==> src/rtl/cimpm_ram.sv <==
// Generic single-write, single-read RAM with a registered read port.
// No dependencies.
`default_nettype none
module cimpm_ram #(
  parameter int unsigned WIDTH = 8,
  parameter int unsigned DEPTH = 16,
  localparam int unsigned AW = (DEPTH > 1) ? $clog2(DEPTH) : 1
) (
  input  wire logic             clk_i,
  input  wire logic             we_i,
  input  wire logic [AW-1:0]    waddr_i,
  input  wire logic [WIDTH-1:0] wdata_i,
  input  wire logic [AW-1:0]    raddr_i,
  output logic      [WIDTH-1:0] rdata_o
);

  logic [WIDTH-1:0] mem_q [DEPTH];

  always_ff @(posedge clk_i) begin
    if (we_i) begin
      mem_q[waddr_i] <= wdata_i;
    end
    rdata_o <= mem_q[raddr_i];
  end

endmodule
`default_nettype wire

==> config.mk <==
export PLATFORM = sky130hd
export DESIGN_NAME = cimpm_ram
export DESIGN_NICKNAME = d
export VERILOG_FILES = /design/src/rtl/cimpm_ram.sv
export SDC_FILE = /design/constraint.sdc
export NUM_CORES = 1
export LEC_CHECK = 0
export ABC_AREA = 1
export ABC_CLOCK_PERIOD_IN_PS = 2100
export BUFFER_PORTS_ARGS = -buffer_cell sky130_fd_sc_hd__buf_4
export CORE_AREA = 4 4 150 80
export DETAILED_ROUTE_END_ITERATION = 10
export DIE_AREA = 0 0 154 84
export PLACE_DENSITY = 0.74
export SLEW_MARGIN = 20
export SYNTH_ARGS = -nofsm -noshare
export SYNTH_HDL_FRONTEND = slang
export SYNTH_SLANG_ARGS = --single-unit
==> constraint.sdc <==
create_clock -name clk_i -period 2.1 [get_ports clk_i]
set_input_delay 0.105 -clock clk_i [delete_from_list [all_inputs] [get_ports clk_i]]
set_output_delay 0.105 -clock clk_i [all_outputs]
set_load 0.02 [all_outputs]
# ---- Yosys cells after proc, flatten, opt, wreduce, memory -nomap -nowiden
# Memories as Yosys holds them, arrays and structs flattened. A register that Yosys moved wholly into a read port is not among the register bits.
# Cells that the tools add are included.
dict set report totals {
  wordCells 3
  inputBits 18
  regBits 0
  ram_bits 128
  n_memories 1
  output_inout_bits 8
}
# memory words word_bits rd rd_ports_with_merged_regs write_ports line
set mem_list {}
lappend mem_list {mem_q 16 8 1 1 1 17} ;# logic [WIDTH-1:0] mem_q [DEPTH];
dict set report op_classes {
  mux 2
}
# operator n
set op_table {}
lappend op_table {{$mux W1} 2}

# ---- Longest topological paths before layout
# Gate-level depths: netlist (run 1).
dict set report depth {
  depth_word 2
  ltp_mapped 8
  mapped_depth_nobuf 7
}

# ---- Worst setup path before layout (run 1)
# OpenSTA, ideal clock, no wires.
dict set report synth_path {
  kind {input to register}
  start {in waddr_i[2]}
  end {mem mem_q[10][0] (enable)}
  t_required_ps 1730
  n_path_buf 0
  arrival_time_ps 686
  stages 2
  setup_ps 370
  setup_slack_ps 1044
  cell_sequence {nand3b_1 -> nor2_1}
}
# element line
set synth_rtl {}
lappend synth_rtl {{start: declaration} 11} ;# input wire logic [AW-1:0] waddr_i,
lappend synth_rtl {{end: declaration} 17}
# Straight into the memory's write port.

==> impl_metrics.ini, run 1 <==
[route]
drc = 0
drt-total-wl_mm = 13.6
drt_pass1_iterations = 5
antenna_left = 0
via_per_inst = 5.26
vias = 3889
wl_per_cell_um = 18.5
drt_iter0_markers = 530

[timing]
worst_pin_slew_ps = 764
fin_crit_sh = 0.529
hold_viol = 0
setup_viol = 0
fin_crit_ps = 1110
rsz0062_at_grt = false
max_freq_mhz = 901
skew_ps = 5.88
slew_violations = 0
relSlewSlack = 0.489
tns_ps = 0

[place]
placed_cell_area_sq_mm = 0.00606
dp.cells = 708
dp_hpwl_mm = 8.81
io_buffer_count = 25
gp_congestion = 0.894

[global_routing]
antenna_found_initial = 0
grt_pass1_vias = 3675
globalRouteOverflowTotal = 0
grt_pass1_wl_mm = 21.1
grt_start_max_net_pins = 56
groute.usage.overall = 0.222

[worst_setup_path]
reg2reg_from = mem_q[9][5]
crit_path_start_kind = flop
endpoint_kind = flop
startpoint = mem_q[9][5]
rr_worst_depth = 6
path_max_fanout = 1
crit_type = reg2reg
critPathRequiredTime_ps = 2410
critPathArrivalTime_ps = 1420

[synth]
postSynthNetCount = 569
syn_area_sq_mm = 0.00577
yosysWarnings = 0
synth.largest_area_cell = edfxtp_1
synthDistinctLibCells = 12
synth_edf_count = 128
yosysMostFrequentCell = nand2_1
ys.flop_type = edfxtp_1
synth_top_area_share = 0.667
yosysSeqAreaShare = 0.694
ys_top_cells_by_area = edfxtp_1 67%, nand2_1 11%, nand3_1 8.4%
synth_common_cells = 173 x nand2_1, 128 x edfxtp_1, 100 x inv_1
netlist_instances = 551
synth_seq_cells = 136
async_flop_share = 0
post_synth.cell_area_avg_sq_um = 10.5

[layout]
finalNetCount = 600
n_antenna_cell = 0
fin_area_sq_mm = 0.00665
fillerInstances = 809
multi_input_area_sq_mm = 0.00121
area_growth_pct = 15.3
final_layout_size_suffix_gt1_frac = 0.111
register_area_sq_mm = 0.00400
final_cells = 739

[die]
rows = 27
die_x_um = 154
dieArea_sq_mm = 0.0129
die_y_um = 84
initial_utilization = 0.538
ios = 26
coreArea_sq_mm = 0.0107

[cts]
cts_max_level = 4
root_buffer = clkbuf_16
clockBufferDepth = 2
clkLatencyLatePin_ps = 420
cts_setup_buffers = 0
cts_buffers = 17
clk_pin_slew_ps = 60
postCtsHoldBufs = 0
cts_resized = 0
clkSinkCount = 136
cts_tree = yes

[pwr]
cellLeakagePower_nw = 2.88
totalPowerFinal_mw = 6.42
power_density_mw_per_mm2 = 965
peakVddDrop_v = 0.000607

[hold_path]
worstHoldStart = raddr_i[3]
hold_depth = 3
hold_class = in2reg

[run]
maxCapViolCount = 0

[run_status]
status = finished, final reports clean
[critical path, stage by stage, from the launching register on]
cell	delay [ps]
edfxtp_1	380
inv_1	90
nand2_1	70
nand3_1	110
nand3_1	150
nand3_1	140
nand2_1	60
[per-stage QoR]
stage	setup WS, ps	util	hold slack [ps]
CTS	989	0.621	8.86
global placement	691	0.566	436
finish	990	0.621	10.4
floorplan	1040	-	204
global route	888	0.621	19.8
detailed placement	615	0.566	438
[power by group]
part | internal (mW) | switching, mW | total, mW
combinational | 0.122 | 0.282 | 0.404
sequential | 3.04 | 0.0235 | 3.06
clock | 1.85 | 1.10 | 2.95
total | 5.01 | 1.41 | 6.42
[cells in the final DEF, fill, tap and decap left out, types with 2 or more instances in the layout]
master,n
clkinv_1,2
clkinv_2,3
clkinv_4,3
edfxtp_1,128
nand3_1,97
dfxtp_1,8
nand3b_1,2
bufinv_16,3
inv_1,100
inv_2,2
nand2_1,173
nor2_1,17
buf_4,35
clkbuf_16,17
[routing by layer]
layer  vias up  wire length [um]  track usage
li1       1834                 -            -
met1      1776              6130        0.351
met2       264              5410        0.279
met3        15              2020       0.0932
met4         0                92       0.0497
met5         -                 0            0
[final cells by class]
class	count	share of cell area
Clock buffer	18	0.0645
Clock inverter	13	0.0233
Inverter	102	0.0576
Multi-Input combinational cell	289	0.183
Sequential cell	136	0.602
Tap cell	145	0.0273
Timing Repair Buffer	36	0.0425
[kinds of logic after synthesis]
logic type / after synthesis / synth area share
and+or+nand+nor: 289 / 0.210
buffers and inverters: 126 / 0.0952
DFF: 136 / 0.694
[state kept, by name, indices dropped and copies added (netlist names)]
signal and flops:
rdata_o 8, mem_q 128
[worst paths after layout]
kind	end	slack [ps]
worst max-delay path	rdata_o[5]	990
worst min register to register	rdata_o[5]	680
worst min-delay path	rdata_o[1]	10
worst max register to register	rdata_o[5]	990
No activity file was read; power rests on OpenSTA's default activity.
==> run 2: changes to the inputs <==
ABC_AREA = 0   (was 1)
ABC_CLOCK_PERIOD_IN_PS = 1000   (was 2100)
CORE_AREA = 4 4 144 77   (was 4 4 150 80)
DIE_AREA = 0 0 148 81   (was 0 0 154 84)
PLACE_DENSITY = 0.76   (was 0.74)
clock period = 1 ns   (was 2.1 ns; I/O delays follow)
==> impl_metrics.ini, run 2 <==
[run_status]
status = finished, violations left
violations = negative setup slack

[die]
rows = 26
ios = 26
initial_utilization = 0.520
coreArea_sq_mm = 0.00989
die_x_um = 148
die_y_um = 81
dieArea_sq_mm = 0.0120

[pwr]
cellLeakagePower_nw = 2.22
totalPowerFinal_mw = 13.1
power_density_mw_per_mm2 = 1980
peakVddDrop_v = 0.00130

[layout]
register_area_sq_mm = 0.00400
fillerInstances = 683
finalNetCount = 323
final_layout_size_suffix_gt1_frac = 0.434
reg_top3 = mem_q: 128 flops, rdata_o: 8 flops
multi_input_area_sq_mm = 0.00112
mostFrequentLayoutCell = edfxtp_1
final_cell_mix = 128 x edfxtp_1, 42 x buf_4, 29 x mux4_2
area_growth_pct = 28.2
n_antenna_cell = 0
largest_reg_flops = 128
final_cells = 458
regMostFlops = mem_q
final_core_util = 0.667

[worst_setup_path]
crit_type = reg2reg
critPathRequiredTime_ps = 1290
endpoint_kind = flop
rr_worst_depth = 3
critPathArrivalTime_ps = 1560
crit_path_start_kind = flop
path_max_fanout = 1
startpoint = mem_q[11][6]
reg2reg_from = mem_q[11][6]

[route]
via_per_inst = 5.56
drt_iter0_markers = 192
antenna_left = 0
drt_pass1_iterations = 4
drt-total-wl_mm = 10.2
drc = 0
wl_per_cell_um = 22.3
vias = 2545

[synth]
synthDistinctLibCells = 19
synth_seq_cells = 136
yosysWarnings = 0
synth.largest_area_cell = edfxtp_1
post_synth.cell_area_avg_sq_um = 22.5
synth_common_cells = 128 x edfxtp_1, 18 x mux4_2, 16 x a22oi_1
netlist_instances = 229
ys.flop_type = edfxtp_1
yosysMostFrequentCell = edfxtp_1
async_flop_share = 0
postSynthNetCount = 247
ys_top_cells_by_area = edfxtp_1 75%, mux4_2 7.9%, mux4_1 7.1%
syn_area_sq_mm = 0.00515
synth_top_area_share = 0.747
synth_edf_count = 128
yosysSeqAreaShare = 0.778

[global_routing]
grt_pass1_wl_mm = 16.0
groute.usage.overall = 0.195
grt_pass1_vias = 2687
antenna_found_initial = 0
globalRouteOverflowTotal = 0
grt_start_max_net_pins = 17

[cts]
clkSinkCount = 136
clockBufferDepth = 2
clkLatencyLatePin_ps = 410
clk_pin_slew_ps = 60
root_buffer = clkbuf_16
cts_max_level = 4
cts_buffers = 17
cts_tree = yes

[timing]
max_freq_mhz = 791
slew_violations = 0
skew_ps = 9.66
relSlewSlack = 0.328
fin_crit_ps = 1260
layout_setup_ws_ps = -264
rsz0062_at_grt = true
hold_viol = 0
fin_crit_sh = 1.26
setup_viol = 8
worst_pin_slew_ps = 1010

[hold_path]
hold_class = in2reg
worstHoldStart = raddr_i[1]
hold_depth = 4

[place]
dp.cells = 418
io_buffer_count = 25
dp_hpwl_mm = 6.79
gp_congestion = 0.786
pre_cts_ws_ps = -382

[run]
maxCapViolCount = 0
## run 2: cell type report
type	count	share of cell area
clock inverters	9	0.0152
well taps	140	0.0266
repair buffers	67	0.112
multi-input cells	83	0.170
clock buffers	23	0.0694
flip-flops and latches	136	0.607
## run 2: kinds of logic after synthesis
group / after synthesis / share of synthesized area
mux: 32 / 0.150
buf+inv: 10 / 0.0168
compound gates: 16 / 0.0233
simple gates: 35 / 0.0318
flops: 136 / 0.778
## run 2: path summary, 6_finish.rpt
kind	slack [ps]	end
setup / recovery	-260	rdata_o[6]
hold / removal	170	rdata_o[7]
setup reg to reg	-260	rdata_o[6]
hold reg to reg	670	rdata_o[3]
## run 2: through the flow
step                      instance area [sq um]  hold slack [ps]  TNS (ps)
final                                      6600              169     -1890
after global routing                       6600              172     -2240
after global placement                     5910              351    -23680
after detailed placement                   5910              356    -25280
after floorplan                            5190              149     -4440
after CTS                                  6600              151     -1980
## run 2: report_power, final
part           internal [mW]  switching (mW)
sequential              6.38          0.0414
combinational          0.410           0.423
clock                   3.71            2.13
total                   10.5            2.59
## run 2: repair_timing
| action | 4_1_cts | 5_1_grt |
|---|---|---|
| endpoints found under the setup margin | 8 | 9 |
| hold buffers | 8 | 0 |
| resized for setup | 9 | 0 |
| setup buffers | 0 | 0 |
| endpoints found under the hold margin | 128 | 0 |
| pin swaps | 3 | 1 |
## run 2: layer usage
| layer | GRT usage | vias to the layer above | routed length (um) |
|---|---|---|---|
| met1 | 0.290 | 1289 | 4460 |
| met3 | 0.0674 | 8 | 1220 |
| met2 | 0.272 | 123 | 4450 |
| met5 | 0 | - | 0 |
| met4 | 0.0636 | 0 | 74 |
| li1 | - | 1125 | - |
## run 2: critical path: stages (launching register included)
cell	delay [ps]
edfxtp_1	400
mux4_2	490
a22oi_2	180
nand2_1	80
